==> src/rtl/sdepid_pkg.sv <==
// ----------------------------------------------------------------------------
// sdepid_pkg
// Shared types and constants for the straight drive encoder pid block.
// ----------------------------------------------------------------------------
package sdepid_pkg;

  // integral clamp and wheel command clamp
  localparam int unsigned SUM_LIMIT = 1000;
  localparam int unsigned CMD_LIMIT = 255;

  // register reset values
  localparam logic [7:0]  BASE_RESET   = 8'd150;
  localparam logic [15:0] GAIN_P_RESET = 16'd1280;
  localparam logic [15:0] GAIN_I_RESET = 16'd26;
  localparam logic [15:0] GAIN_D_RESET = 16'd512;

  // register map, word index
  typedef enum logic [2:0] {
    REG_TARGET  = 3'd0,
    REG_REVERSE = 3'd1,
    REG_BASE    = 3'd2,
    REG_GAIN_P  = 3'd3,
    REG_GAIN_I  = 3'd4,
    REG_GAIN_D  = 3'd5
  } sdepid_reg_e;

  // input item kind
  typedef enum logic {
    KIND_START  = 1'b0,
    KIND_SAMPLE = 1'b1
  } sdepid_kind_e;

  // configuration register set
  typedef struct packed {
    logic [23:0] target_ticks;
    logic        reverse;
    logic [7:0]  base_power;
    logic [15:0] gain_p;
    logic [15:0] gain_i;
    logic [15:0] gain_d;
  } sdepid_cfg_t;

  // per-item control flags carried down the pipeline
  typedef struct packed {
    logic zero;  // force all duties to zero
    logic done;  // both wheels at target
  } sdepid_flags_t;

endpackage

==> src/rtl/sdepid_regs.sv <==
// ----------------------------------------------------------------------------
// sdepid_regs
// APB-style configuration registers: target, direction, base power, gains.
// ----------------------------------------------------------------------------
module sdepid_regs (
  input  logic                    clk_i,
  input  logic                    rst_ni,
  input  logic                    psel,
  input  logic                    penable,
  input  logic                    pwrite,
  input  logic [4:0]              paddr,
  input  logic [31:0]             pwdata,
  output logic [31:0]             prdata,
  output logic                    pready,
  output sdepid_pkg::sdepid_cfg_t cfg_o
);

  sdepid_pkg::sdepid_cfg_t cfg_q, cfg_d;
  sdepid_pkg::sdepid_reg_e reg_sel;
  logic                    wr_en;

  assign pready  = 1'b1;
  assign reg_sel = sdepid_pkg::sdepid_reg_e'(paddr[4:2]);
  assign wr_en   = psel & penable & pwrite;

  // register write decode
  always_comb begin
    cfg_d = cfg_q;
    if (wr_en) begin
      case (reg_sel)
        sdepid_pkg::REG_TARGET:  cfg_d.target_ticks = pwdata[23:0];
        sdepid_pkg::REG_REVERSE: cfg_d.reverse      = pwdata[0];
        sdepid_pkg::REG_BASE:    cfg_d.base_power   = pwdata[7:0];
        sdepid_pkg::REG_GAIN_P:  cfg_d.gain_p       = pwdata[15:0];
        sdepid_pkg::REG_GAIN_I:  cfg_d.gain_i       = pwdata[15:0];
        sdepid_pkg::REG_GAIN_D:  cfg_d.gain_d       = pwdata[15:0];
        default: ;
      endcase
    end
  end

  always_ff @(posedge clk_i or negedge rst_ni) begin
    if (!rst_ni) begin
      cfg_q.target_ticks <= '0;
      cfg_q.reverse      <= 1'b0;
      cfg_q.base_power   <= sdepid_pkg::BASE_RESET;
      cfg_q.gain_p       <= sdepid_pkg::GAIN_P_RESET;
      cfg_q.gain_i       <= sdepid_pkg::GAIN_I_RESET;
      cfg_q.gain_d       <= sdepid_pkg::GAIN_D_RESET;
    end else begin
      cfg_q <= cfg_d;
    end
  end

  // register read mux
  always_comb begin
    case (reg_sel)
      sdepid_pkg::REG_TARGET:  prdata = {8'd0, cfg_q.target_ticks};
      sdepid_pkg::REG_REVERSE: prdata = {31'd0, cfg_q.reverse};
      sdepid_pkg::REG_BASE:    prdata = {24'd0, cfg_q.base_power};
      sdepid_pkg::REG_GAIN_P:  prdata = {16'd0, cfg_q.gain_p};
      sdepid_pkg::REG_GAIN_I:  prdata = {16'd0, cfg_q.gain_i};
      sdepid_pkg::REG_GAIN_D:  prdata = {16'd0, cfg_q.gain_d};
      default:                 prdata = '0;
    endcase
  end

  assign cfg_o = cfg_q;

endmodule

==> src/rtl/sdepid_err.sv <==
// ----------------------------------------------------------------------------
// sdepid_err
// Input register, error and integral state update, and the three gain
// products, registered for the command stage.
// ----------------------------------------------------------------------------
module sdepid_err #(
  parameter int unsigned COUNT_WIDTH = 25,
  localparam int unsigned ErrW  = COUNT_WIDTH + 1,
  localparam int unsigned PW    = COUNT_WIDTH + 18,
  localparam int unsigned DW    = COUNT_WIDTH + 19,
  localparam int unsigned IW    = 28
) (
  input  logic                          clk_i,
  input  logic                          rst_ni,
  input  sdepid_pkg::sdepid_cfg_t       cfg_i,
  // input item side
  input  logic                          valid_i,
  output logic                          ready_o,
  input  logic                          kind_i,
  input  logic signed [COUNT_WIDTH-1:0] left_i,
  input  logic signed [COUNT_WIDTH-1:0] right_i,
  // product side
  output logic                          valid_o,
  input  logic                          ready_i,
  output sdepid_pkg::sdepid_flags_t     flags_o,
  output logic signed [PW-1:0]          p_prod_o,
  output logic signed [IW-1:0]          i_prod_o,
  output logic signed [DW-1:0]          d_prod_o
);

  localparam int unsigned CmpW = ((COUNT_WIDTH > 24) ? COUNT_WIDTH : 24) + 1;
  localparam int unsigned SumW = ((COUNT_WIDTH + 2) > 12) ? (COUNT_WIDTH + 2) : 12;

  // input register
  logic                          in_valid_q, in_valid_d;
  logic                          kind_q;
  logic signed [COUNT_WIDTH-1:0] left_q, right_q;

  // state
  logic signed [10:0]            error_sum_q, error_sum_d;
  logic signed [ErrW-1:0]        last_error_q, last_error_d;

  // product register
  logic                          prod_valid_q, prod_valid_d;
  sdepid_pkg::sdepid_flags_t     flags_q, flags_d;
  logic signed [PW-1:0]          p_prod_q, p_prod_d;
  logic signed [IW-1:0]          i_prod_q, i_prod_d;
  logic signed [DW-1:0]          d_prod_q, d_prod_d;

  logic                          in_acc, in_move, prod_ready;
  logic                          is_start, reached;
  logic [COUNT_WIDTH-1:0]        abs_l, abs_r;
  logic signed [ErrW-1:0]        err;
  logic signed [ErrW:0]          diff;
  logic signed [SumW-1:0]        sum_raw, lim_hi, lim_lo;
  logic signed [10:0]            sum_sat;

  // handshake
  assign prod_ready = !prod_valid_q || ready_i;
  assign in_move    = in_valid_q && prod_ready;
  assign ready_o    = !in_valid_q || prod_ready;
  assign in_acc     = valid_i && ready_o;

  always_comb begin
    in_valid_d = in_valid_q;
    if (in_acc) begin
      in_valid_d = 1'b1;
    end else if (in_move) begin
      in_valid_d = 1'b0;
    end
    prod_valid_d = prod_ready ? in_valid_q : prod_valid_q;
  end

  // target check on both wheel magnitudes
  always_comb begin
    is_start = (sdepid_pkg::sdepid_kind_e'(kind_q) == sdepid_pkg::KIND_START);
    abs_l    = left_q[COUNT_WIDTH-1]  ? (~left_q + 1'b1)  : left_q;
    abs_r    = right_q[COUNT_WIDTH-1] ? (~right_q + 1'b1) : right_q;
    reached  = (CmpW'(abs_l) >= CmpW'(cfg_i.target_ticks)) &&
               (CmpW'(abs_r) >= CmpW'(cfg_i.target_ticks));
  end

  // error, derivative difference and saturated integral
  always_comb begin
    err     = ErrW'(left_q) - ErrW'(right_q);
    diff    = (ErrW + 1)'(err) - (ErrW + 1)'(last_error_q);
    lim_hi  = SumW'(sdepid_pkg::SUM_LIMIT);
    lim_lo  = -lim_hi;
    sum_raw = SumW'(error_sum_q) + SumW'(err);
    if (sum_raw > lim_hi) begin
      sum_sat = 11'(lim_hi);
    end else if (sum_raw < lim_lo) begin
      sum_sat = 11'(lim_lo);
    end else begin
      sum_sat = sum_raw[10:0];
    end
  end

  // state update, one item per cycle unless the product register is stalled
  always_comb begin
    error_sum_d  = error_sum_q;
    last_error_d = last_error_q;
    if (in_move) begin
      if (is_start) begin
        error_sum_d  = '0;
        last_error_d = '0;
      end else if (!reached) begin
        error_sum_d  = sum_sat;
        last_error_d = err;
      end
    end
  end

  // gain products
  always_comb begin
    flags_d.zero = is_start || reached;
    flags_d.done = !is_start && reached;
    p_prod_d     = PW'(err) * PW'($signed({1'b0, cfg_i.gain_p}));
    i_prod_d     = IW'(sum_sat) * IW'($signed({1'b0, cfg_i.gain_i}));
    d_prod_d     = DW'(diff) * DW'($signed({1'b0, cfg_i.gain_d}));
  end

  always_ff @(posedge clk_i or negedge rst_ni) begin
    if (!rst_ni) begin
      in_valid_q   <= 1'b0;
      prod_valid_q <= 1'b0;
      error_sum_q  <= '0;
      last_error_q <= '0;
    end else begin
      in_valid_q   <= in_valid_d;
      prod_valid_q <= prod_valid_d;
      error_sum_q  <= error_sum_d;
      last_error_q <= last_error_d;
    end
  end

  // payload registers
  always_ff @(posedge clk_i) begin
    if (in_acc) begin
      kind_q  <= kind_i;
      left_q  <= left_i;
      right_q <= right_i;
    end
    if (in_move) begin
      flags_q  <= flags_d;
      p_prod_q <= p_prod_d;
      i_prod_q <= i_prod_d;
      d_prod_q <= d_prod_d;
    end
  end

  assign valid_o  = prod_valid_q;
  assign flags_o  = flags_q;
  assign p_prod_o = p_prod_q;
  assign i_prod_o = i_prod_q;
  assign d_prod_o = d_prod_q;

  // integral never leaves its clamp range
  a_sum_range: assert property (@(posedge clk_i) disable iff (!rst_ni)
    (error_sum_q <= 11'sd1000) && (error_sum_q >= -11'sd1000))
    else $error("integral out of range");

  // a start item leaves cleared state behind
  a_start_clear: assert property (@(posedge clk_i) disable iff (!rst_ni)
    (in_move && is_start) |=> (error_sum_q == '0) && (last_error_q == '0))
    else $error("state not cleared by start item");

endmodule

==> src/rtl/sdepid_mix.sv <==
// ----------------------------------------------------------------------------
// sdepid_mix
// Truncates the gain products, forms both wheel commands, saturates them
// and maps them to bridge channel duties in the result register.
// ----------------------------------------------------------------------------
module sdepid_mix #(
  parameter int unsigned COUNT_WIDTH = 25,
  localparam int unsigned PW = COUNT_WIDTH + 18,
  localparam int unsigned DW = COUNT_WIDTH + 19,
  localparam int unsigned IW = 28
) (
  input  logic                      clk_i,
  input  logic                      rst_ni,
  input  sdepid_pkg::sdepid_cfg_t   cfg_i,
  // product side
  input  logic                      valid_i,
  output logic                      ready_o,
  input  sdepid_pkg::sdepid_flags_t flags_i,
  input  logic signed [PW-1:0]      p_prod_i,
  input  logic signed [IW-1:0]      i_prod_i,
  input  logic signed [DW-1:0]      d_prod_i,
  // result side
  output logic                      valid_o,
  input  logic                      ready_i,
  output logic [7:0]                left_a_duty_o,
  output logic [7:0]                left_b_duty_o,
  output logic [7:0]                right_a_duty_o,
  output logic [7:0]                right_b_duty_o,
  output logic                      done_res_o
);

  localparam int unsigned CorrW = COUNT_WIDTH + 13;
  localparam int unsigned CmdW  = COUNT_WIDTH + 14;

  logic                   out_valid_q, out_valid_d;
  logic [7:0]             la_q, lb_q, ra_q, rb_q;
  logic [7:0]             la_d, lb_d, ra_d, rb_d;
  logic                   done_q;
  logic                   load;

  logic signed [PW-1:0]   p_adj;
  logic signed [IW-1:0]   i_adj;
  logic signed [DW-1:0]   d_adj;
  logic signed [PW-9:0]   p_q88;
  logic signed [IW-9:0]   i_q88;
  logic signed [DW-9:0]   d_q88;
  logic signed [CorrW-1:0] corr;
  logic signed [8:0]      base9;
  logic signed [CmdW-1:0] l_raw, r_raw, cmd_hi, cmd_lo;
  logic signed [8:0]      l_sat, r_sat, l_cmd, r_cmd, l_mag, r_mag;

  // handshake
  assign ready_o = !out_valid_q || ready_i;
  assign load    = valid_i && ready_o;
  assign out_valid_d = ready_o ? valid_i : out_valid_q;

  // divide by 256, truncated toward zero
  always_comb begin
    p_adj = p_prod_i + PW'({8{p_prod_i[PW-1]}});
    i_adj = i_prod_i + IW'({8{i_prod_i[IW-1]}});
    d_adj = d_prod_i + DW'({8{d_prod_i[DW-1]}});
    p_q88 = p_adj[PW-1:8];
    i_q88 = i_adj[IW-1:8];
    d_q88 = d_adj[DW-1:8];
    corr  = CorrW'(p_q88) + CorrW'(i_q88) + CorrW'(d_q88);
  end

  // forward commands, saturated; reverse flips both signs
  always_comb begin
    base9  = $signed({1'b0, cfg_i.base_power});
    cmd_hi = CmdW'(sdepid_pkg::CMD_LIMIT);
    cmd_lo = -cmd_hi;
    l_raw  = CmdW'(base9) - CmdW'(corr);
    r_raw  = CmdW'(base9) + CmdW'(corr);
    if (l_raw > cmd_hi) begin
      l_sat = 9'(cmd_hi);
    end else if (l_raw < cmd_lo) begin
      l_sat = 9'(cmd_lo);
    end else begin
      l_sat = l_raw[8:0];
    end
    if (r_raw > cmd_hi) begin
      r_sat = 9'(cmd_hi);
    end else if (r_raw < cmd_lo) begin
      r_sat = 9'(cmd_lo);
    end else begin
      r_sat = r_raw[8:0];
    end
    l_cmd = cfg_i.reverse ? -l_sat : l_sat;
    r_cmd = cfg_i.reverse ? -r_sat : r_sat;
    l_mag = -l_cmd;
    r_mag = -r_cmd;
  end

  // bridge channel mapping
  always_comb begin
    la_d = '0;
    lb_d = '0;
    ra_d = '0;
    rb_d = '0;
    if (!flags_i.zero) begin
      if (l_cmd > 9'sd0) begin
        la_d = l_cmd[7:0];
      end else if (l_cmd < 9'sd0) begin
        lb_d = l_mag[7:0];
      end
      if (r_cmd > 9'sd0) begin
        rb_d = r_cmd[7:0];
      end else if (r_cmd < 9'sd0) begin
        ra_d = r_mag[7:0];
      end
    end
  end

  always_ff @(posedge clk_i or negedge rst_ni) begin
    if (!rst_ni) begin
      out_valid_q <= 1'b0;
    end else begin
      out_valid_q <= out_valid_d;
    end
  end

  // result register
  always_ff @(posedge clk_i) begin
    if (load) begin
      la_q   <= la_d;
      lb_q   <= lb_d;
      ra_q   <= ra_d;
      rb_q   <= rb_d;
      done_q <= flags_i.done;
    end
  end

  assign valid_o        = out_valid_q;
  assign left_a_duty_o  = la_q;
  assign left_b_duty_o  = lb_q;
  assign right_a_duty_o = ra_q;
  assign right_b_duty_o = rb_q;
  assign done_res_o     = done_q;

  // a wheel never drives both bridge channels
  a_one_channel: assert property (@(posedge clk_i) disable iff (!rst_ni)
    out_valid_q |-> ((la_q == '0) || (lb_q == '0)) && ((ra_q == '0) || (rb_q == '0)))
    else $error("both bridge channels driven");

  // a finished move drives nothing
  a_done_stop: assert property (@(posedge clk_i) disable iff (!rst_ni)
    (out_valid_q && done_q) |-> (la_q == '0) && (lb_q == '0) && (ra_q == '0) && (rb_q == '0))
    else $error("duty nonzero with done set");

endmodule

==> src/rtl/straight_drive_encoder_pid.sv <==
// ----------------------------------------------------------------------------
// straight_drive_encoder_pid
// Straight-line PID drive controller for a two-wheel robot with encoders.
// ----------------------------------------------------------------------------
// Takes one item per clock unless the result side stalls, and returns one
// result per item, in order. The input register, the gain product register
// and the result register form a three-register pipeline, and the integral
// and previous error update as an item moves from the input register into
// the gain product register, so items may follow back to back.
// Input tdata holds left_count then right_count, each COUNT_WIDTH bits two's
// complement; tuser is the kind (0 start of move, 1 encoder sample). Output
// tdata holds left_a, left_b, right_a, right_b duties; tuser is done.
// Registers sit at byte addresses 0, 4, ... 20: target_ticks, reverse,
// base_power, gain_p, gain_i, gain_d (gains unsigned Q8.8).
module straight_drive_encoder_pid #(
  parameter int unsigned COUNT_WIDTH = 25
) (
  input  logic                                   clk_i,
  input  logic                                   rst_ni,
  // configuration port
  input  logic                                   psel,
  input  logic                                   penable,
  input  logic                                   pwrite,
  input  logic [4:0]                             paddr,
  input  logic [31:0]                            pwdata,
  output logic [31:0]                            prdata,
  output logic                                   pready,
  // input items
  input  logic                                   s_axis_tvalid,
  output logic                                   s_axis_tready,
  // left_count, right_count, zero pad
  input  logic [((2*COUNT_WIDTH+7)/8)*8-1:0]     s_axis_tdata,
  // kind
  input  logic                                   s_axis_tuser,
  // result items
  output logic                                   m_axis_tvalid,
  input  logic                                   m_axis_tready,
  // left_a_duty, left_b_duty, right_a_duty, right_b_duty
  output logic [31:0]                            m_axis_tdata,
  // done_res
  output logic                                   m_axis_tuser
);

  localparam int unsigned PW = COUNT_WIDTH + 18;
  localparam int unsigned DW = COUNT_WIDTH + 19;
  localparam int unsigned IW = 28;

  sdepid_pkg::sdepid_cfg_t   cfg;
  sdepid_pkg::sdepid_flags_t flags;
  logic                      prod_valid, prod_ready;
  logic signed [PW-1:0]      p_prod;
  logic signed [IW-1:0]      i_prod;
  logic signed [DW-1:0]      d_prod;
  logic [7:0]                la, lb, ra, rb;

  // configuration registers
  sdepid_regs u_regs (
    .clk_i   (clk_i),
    .rst_ni  (rst_ni),
    .psel    (psel),
    .penable (penable),
    .pwrite  (pwrite),
    .paddr   (paddr),
    .pwdata  (pwdata),
    .prdata  (prdata),
    .pready  (pready),
    .cfg_o   (cfg)
  );

  // error, integral and gain products
  sdepid_err #(
    .COUNT_WIDTH (COUNT_WIDTH)
  ) u_err (
    .clk_i    (clk_i),
    .rst_ni   (rst_ni),
    .cfg_i    (cfg),
    .valid_i  (s_axis_tvalid),
    .ready_o  (s_axis_tready),
    .kind_i   (s_axis_tuser),
    .left_i   ($signed(s_axis_tdata[COUNT_WIDTH-1:0])),
    .right_i  ($signed(s_axis_tdata[2*COUNT_WIDTH-1:COUNT_WIDTH])),
    .valid_o  (prod_valid),
    .ready_i  (prod_ready),
    .flags_o  (flags),
    .p_prod_o (p_prod),
    .i_prod_o (i_prod),
    .d_prod_o (d_prod)
  );

  // commands and duties
  sdepid_mix #(
    .COUNT_WIDTH (COUNT_WIDTH)
  ) u_mix (
    .clk_i          (clk_i),
    .rst_ni         (rst_ni),
    .cfg_i          (cfg),
    .valid_i        (prod_valid),
    .ready_o        (prod_ready),
    .flags_i        (flags),
    .p_prod_i       (p_prod),
    .i_prod_i       (i_prod),
    .d_prod_i       (d_prod),
    .valid_o        (m_axis_tvalid),
    .ready_i        (m_axis_tready),
    .left_a_duty_o  (la),
    .left_b_duty_o  (lb),
    .right_a_duty_o (ra),
    .right_b_duty_o (rb),
    .done_res_o     (m_axis_tuser)
  );

  assign m_axis_tdata = {rb, ra, lb, la};

endmodule

==> config.mk <==
export PLATFORM = sky130hd
export DESIGN_NAME = straight_drive_encoder_pid
export DESIGN_NICKNAME = d
export VERILOG_FILES = /design/src/rtl/sdepid_pkg.sv /design/src/rtl/sdepid_regs.sv /design/src/rtl/sdepid_err.sv /design/src/rtl/sdepid_mix.sv /design/src/rtl/straight_drive_encoder_pid.sv
export SDC_FILE = /design/constraint.sdc
export NUM_CORES = 2
export LEC_CHECK = 0
export ABC_AREA = 1
export BUFFER_PORTS_ARGS = -buffer_cell sky130_fd_sc_hd__buf_4
export CAP_MARGIN = 20
export CORE_MARGIN = 10
export CORE_UTILIZATION = 30
export DETAILED_ROUTE_END_ITERATION = 8
export HOLD_SLACK_MARGIN = 0.05
export SYNTH_ARGS = -nofsm -noshare
export SYNTH_HDL_FRONTEND = slang
export SYNTH_SLANG_ARGS = --single-unit
==> constraint.sdc <==
create_clock -name clk_i -period 13.02 [get_ports clk_i]
set_clock_uncertainty 0.2 [all_clocks]
set_input_delay 0.651 -clock clk_i [delete_from_list [all_inputs] [get_ports clk_i]]
set_output_delay 0.651 -clock clk_i [all_outputs]
set_load 0.02 [all_outputs]
; ---- After elaboration in Yosys (flattened, before gate mapping)
; Cells that the tools add are included.
[totals]
reg_bits = 322
input_bits = 101
output_inout_bits = 68
[op_classes]
n_addsub = 16
mul = 3
order_cmp = 12
n_eq_ne = 6
n_mux = 17
bitwise_logic = 9
n_reduce_logical = 25
[ops]
columns = op, count
row1 = $pmux W24 S6, 1
row2 = $gt A39 B9 Y1 const B, 2
row3 = $lt A39 B9 Y1 const B, 2
row4 = $mux W9, 6
row5 = $mux W26, 2
row6 = $add A25 B1 Y25 const B, 2
row7 = $ge A25 B24 Y1, 2
row8 = $mux W25, 2
row9 = $not A25 Y25, 2
row10 = $add A44 B8 Y44, 1
row11 = $mul A27 B17 Y44, 1
row12 = $mux W11, 4
row13 = $add A43 B8 Y43, 1
row14 = $mul A26 B17 Y43, 1
row15 = $add A9 B38 Y39, 1
row16 = $sub A9 B38 Y39, 1
row17 = $add A36 B36 Y37, 1
row18 = $add A35 B20 Y36, 1
row19 = $add A28 B8 Y28, 1
row20 = $mul A11 B17 Y28, 1
row21 = $add A11 B26 Y27, 1
row22 = $gt A27 B11 Y1 const B, 1
row23 = $lt A27 B11 Y1 const B, 1
row24 = $sub A26 B26 Y27, 1
row25 = other kinds (20), 49

; ---- Longest topological paths before layout
[logic_depth]
word_depth = 12
depth_mapped = 75
depth_no_buf = 74

; ---- Modules after synthesis
; Synthesis repeated with hierarchy kept, for this count alone.
[hier_totals]
cells_unflattened = 8731
area_unflattened_um2 = 65580.4
[modules_own_cells]
columns = mod, n_inst, cells_each, area_per_inst_um2
row1 = sdepid_err, 1, 6046, 49646.4
row2 = sdepid_mix, 1, 2169, 11826.3
row3 = sdepid_regs, 1, 516, 4107.7

; ---- Worst setup path before layout
; No wires, ideal clock.
[synth_path]
kind = flip-flop to flip-flop
from = register u_err.left_q[2]
to = register u_err.i_prod_q[26], in the netlist u_err.i_prod_o[26] (data pin)
setup_ps = 258
arrival_ps = 10748
required_ps = 12562
slack_ps = 1814
path_stages_with_launch = 64
path_buffers = 2
synth_period_minus_slack_ps = 11206
path_cell_list = edfxtp_1 ha_1 nand2_1 o21ai_0 a21oi_1 o21ai_0 nand3_1 nand2_1 nand2_1 nand2_1 a21oi_1 o21ai_0 a21oi_1 o21ai_0 a31oi_1 o21bai_1 a21oi_1 or2_2 (+28 left out) a211oi_1 o21ai_0 nand3_1 nand2_1 a21oi_1 inv_1 a21oi_1 o21bai_1 a21o_1 a21oi_1 o21ai_0 nand3_1 nand2_1 nand3_1 nand2_1 nand3_1 nand2_1 xor2_1
[synth_via]
elab_chain_cells = 6
[synth_rtl]
columns = item, line_no
row1 = from (decl), sdepid_err.sv:37  ; logic signed [COUNT_WIDTH-1:0] left_q, right_q;
row2 = from (signal assigned), sdepid_err.sv:141  ; left_q <= left_i;
row3 = $sub A25 B25 Y26 (*), sdepid_err.sv:85  ; err = ErrW'(left_q) - ErrW'(right_q);
row4 = $add A11 B26 Y27 (*), sdepid_err.sv:89  ; sum_raw = SumW'(error_sum_q) + SumW'(err);
row5 = $lt A27 B11 Y1, sdepid_err.sv:92  ; end else if (sum_raw < lim_lo) begin
row6 = $mux W11, sdepid_err.sv:92
row7 = $mux W11 (*), sdepid_err.sv:90  ; if (sum_raw > lim_hi) begin
row8 = $mul A11 B17 Y28 (*), sdepid_err.sv:119  ; i_prod_d = IW'(sum_sat) * IW'($signed({1'b0, cfg_i.gain_i}));
row9 = named net u_err.i_prod_d[26], sdepid_err.sv:47  ; logic signed [IW-1:0] i_prod_q, i_prod_d;
row10 = to (signal assigned), sdepid_err.sv:147  ; i_prod_q <= i_prod_d;
row11 = to (decl), sdepid_err.sv:47
; Mark *: on every way through the listed nets, which the timed path passes. The rest lies on a longest branch.
; A chain may end at the register's enable or synchronous reset.

; ---- Final worst setup path
; Same ends and word-level chain as after synthesis.

==> flow_summary.json <==
{
  "cts_root_buf": "clkbuf_16",
  "setup_viol_count_final": 0,
  "grt_use_met2_pct": 29.1,
  "die_w_um": 473,
  "worstSkewPairLatency_ns": 0.67,
  "ys_ff_latch": 322,
  "ys_top_cells_by_count": "nand2_1, inv_1, fa_1",
  "fin_cells": 10800,
  "timing.fmax_ghz": 0.0834,
  "fillCellCount": 21300,
  "fin_area_sq_um": 68400,
  "syn_to_final_growth_pct": 11.1,
  "crit_slowest_cell": "fa_1",
  "core_area_sq_um": 205000,
  "fp.dieArea_sq_um": 224000,
  "synth_edf_count": 201,
  "grt_util_met1_pct": 22.8,
  "pin_count": 169,
  "required_ns": 13.22,
  "rows": 166,
  "cts_sinks": 322,
  "relSlewSlack_pct": 16.1,
  "cp.arrival_ns": 12.19,
  "tightest_slew_ns": 1.25,
  "gp_congestion": 0.958,
  "hold_viol": 0,
  "synth.yosys.seq_area_share_pct": 14.7,
  "overflow": 0,
  "placedCellCount": 10600,
  "drv_slew": 0,
  "grt_pass1_vias": 54400,
  "drt-pass1-iter-count": 7,
  "drt_wl_total_um": 200000,
  "numCtsBuffers": 42,
  "tritoncts": "built",
  "synth_area_sq_um": 61600,
  "die_height_um": 473,
  "grt_use_met3_pct": 3.05,
  "period_needed_ns": 11.99,
  "grt_pass1_wl_um": 314000,
  "async_flop_share_pct": 37.6,
  "postCtsSetupRepairBufs": 0,
  "synth_top_area_share_pct": 32.2,
  "port_buffers": 143,
  "drv_cap": 0,
  "critPathLaunchType": "flop",
  "vias": 51500,
  "routed_via_density": 4.78,
  "status": "complete, no violations",
  "clk_pin_slew_ns": 0.08,
  "synth-main-ff-cell": "edfxtp_1",
  "worstPathMaxFanout": 13,
  "nets": 9640,
  "hold_path_class": "input port to flop",
  "start_util_pct": 30.1,
  "synth_top_area_cell": "fa_1",
  "fin_crit_sh_pct": 92.1,
  "grt_start_max_net_pins": 82,
  "cpMostUsedCell": "nand2_1",
  "drive_gt1_share_pct": 6.21,
  "drc": 0,
  "antenna_found_initial": 2,
  "critPathKind": "flop to flop",
  "place_area_sq_um": 66300,
  "cp_slowest_stage_delay_ns": 0.54,
  "rsz0062_at_grt": "false",
  "cts_buffer_depth": 3,
  "cp-end-kind": "flop",
  "ys_warn_count": 0,
  "ys_types": 60,
  "synth_cells": 7854,
  "avgSynthCellArea_sq_um": 7.85,
  "dp_hpwl_um": 168000,
  "busiest_layer": "met2",
  "track_usage_pct": 18.0,
  "drt_iter0_markers": 4252,
  "htree_levels": 2,
  "tns_ns": 0,
  "ant_nets": 0,
  "synthTopCellsByArea": "fa_1, nand2_1, inv_1",
  "synth.most_common_cell": "nand2_1",
  "post_drt_wl_per_cell_um": 18.6
}
[per-layer routing]
| metal | vias up | part of all wire, % | wire length, um |
|---|---|---|---|
| met5 | - | 0.0075 | 15 |
| met4 | 2 | 7.0 | 14000 |
| met3 | 399 | 8.0 | 16000 |
| met2 | 1912 | 45 | 89500 |
| met1 | 25100 | 40 | 81000 |
| li1 | 24100 | - | - |
[final cells by class]
| cell class | count | area, sq um | area share (%) |
|---|---|---|---|
| inverter | 1814 | 6820 | 9.96 |
| antenna | 4 | 10.0 | 0.0146 |
| multi-input combinational | 5548 | 45100 | 65.9 |
| clock buffer | 50 | 1120 | 1.64 |
| sequential | 322 | 9080 | 13.3 |
| tap | 2688 | 3360 | 4.91 |
| timing repair buffer | 320 | 2650 | 3.88 |
| clock inverter | 28 | 315 | 0.461 |
[critical path: cells and delay by family (launching register included)]
kind            cells  cell delay, ns
simple gates       21            2.52
compound gates     22            4.19
buf+inv             8            0.77
fa+ha+maj           8            3.44
flops               1            0.46
xor+xnor            1            0.14
[metrics by stage]
| stage | hold slack, ns | util, % | setup WS [ns] |
|---|---|---|---|
| 2_1_floorplan | 0.155 | - | 1.81 |
| 3_3_place_gp | 0.208 | 32.4 | 0.706 |
| 3_5_place_dp | 0.207 | 32.4 | 0.666 |
| 4_1_cts | 0.0520 | 33.4 | 0.623 |
| 5_1_grt | 0.0693 | 33.4 | 0.0202 |
| 6_report | 0.0856 | 33.5 | 1.03 |
[registers in the layout, summed over array words and instances (netlist names)]
name / flops
u_err.flags_o: 2
u_err.left_q: 25
u_err.kind_q: 1
u_err.right_q: 25
u_mix.done_res_o: 1
u_mix.left_b_duty_o: 8
u_err.in_valid_q: 1
u_err.i_prod_o: 28
u_mix.right_a_duty_o: 8
u_mix.valid_o: 1
u_err.d_prod_o: 44
u_mix.right_b_duty_o: 8
u_err.last_error_q: 26
u_err.error_sum_q: 11
u_mix.left_a_duty_o: 8
u_err.p_prod_o: 43
u_err.valid_o: 1
u_regs.cfg_o: 81
[cell usage in the layout, fill, tap and decap left out, drive strengths merged, types with 11 or more instances in the layout]
cell type,instances
a21boi,11
a21oi,288
a31oi,18
buf,259
clkbuf,50
clkinv,49
dfrtp,111
dlygate4sd3,61
edfxtp,201
fa,992
ha,499
inv,1786
nand2,1817
nand3,229
nand4,64
nor2,861
nor3,57
nor4,14
o21a,11
o21ai,215
o21bai,15
o22ai,41
or2,38
xnor2,95
xor2,187
[kinds of logic (layout without fill, tap and decap cells)]
| kind of cell | after synthesis | after routing | share of synthesized area, % |
|---|---|---|---|
| muxes | 1 | 1 | 0.0365 |
| other | 2 | 13 | 0.0122 |
| DFF | 322 | 322 | 14.7 |
| buffers and inverters | 1991 | 2212 | 12.2 |
| AOI/OAI and AO/OA | 656 | 656 | 5.90 |
| xor gates and xnor gates | 282 | 282 | 4.02 |
| and+or+nand+nor | 3109 | 3109 | 20.7 |
| adders and majority gates | 1491 | 1491 | 42.4 |
[path summary, 6_finish.rpt]
check	from	to	slack, ns	cells after the start
min in group asynchronous	rst_ni	u_regs.cfg_o[73]	0.36	2
worst min register to register	u_err.flags_o[0]	u_mix.done_res_o	0.22	0
worst max-delay path	u_err.left_q[2]	u_err.i_prod_o[26]	1.03	60
worst min-delay path	pwdata[15]	u_regs.cfg_o[72]	0.09	3
worst max register to register	u_err.left_q[2]	u_err.i_prod_o[26]	1.03	60
max in group asynchronous	rst_ni	u_err.last_error_q[7]	10.81	3
[what timing repair did]
action                                  CTS  global route
gates resized for setup                   0            13
endpoints found under the setup margin    0            11
hold buffers                             61             0
hold endpoints to repair                116             0
Power is left out: the tool's default activity adds up to more than one toggle a clock period on the data nets, which glitch-free logic cannot reach.
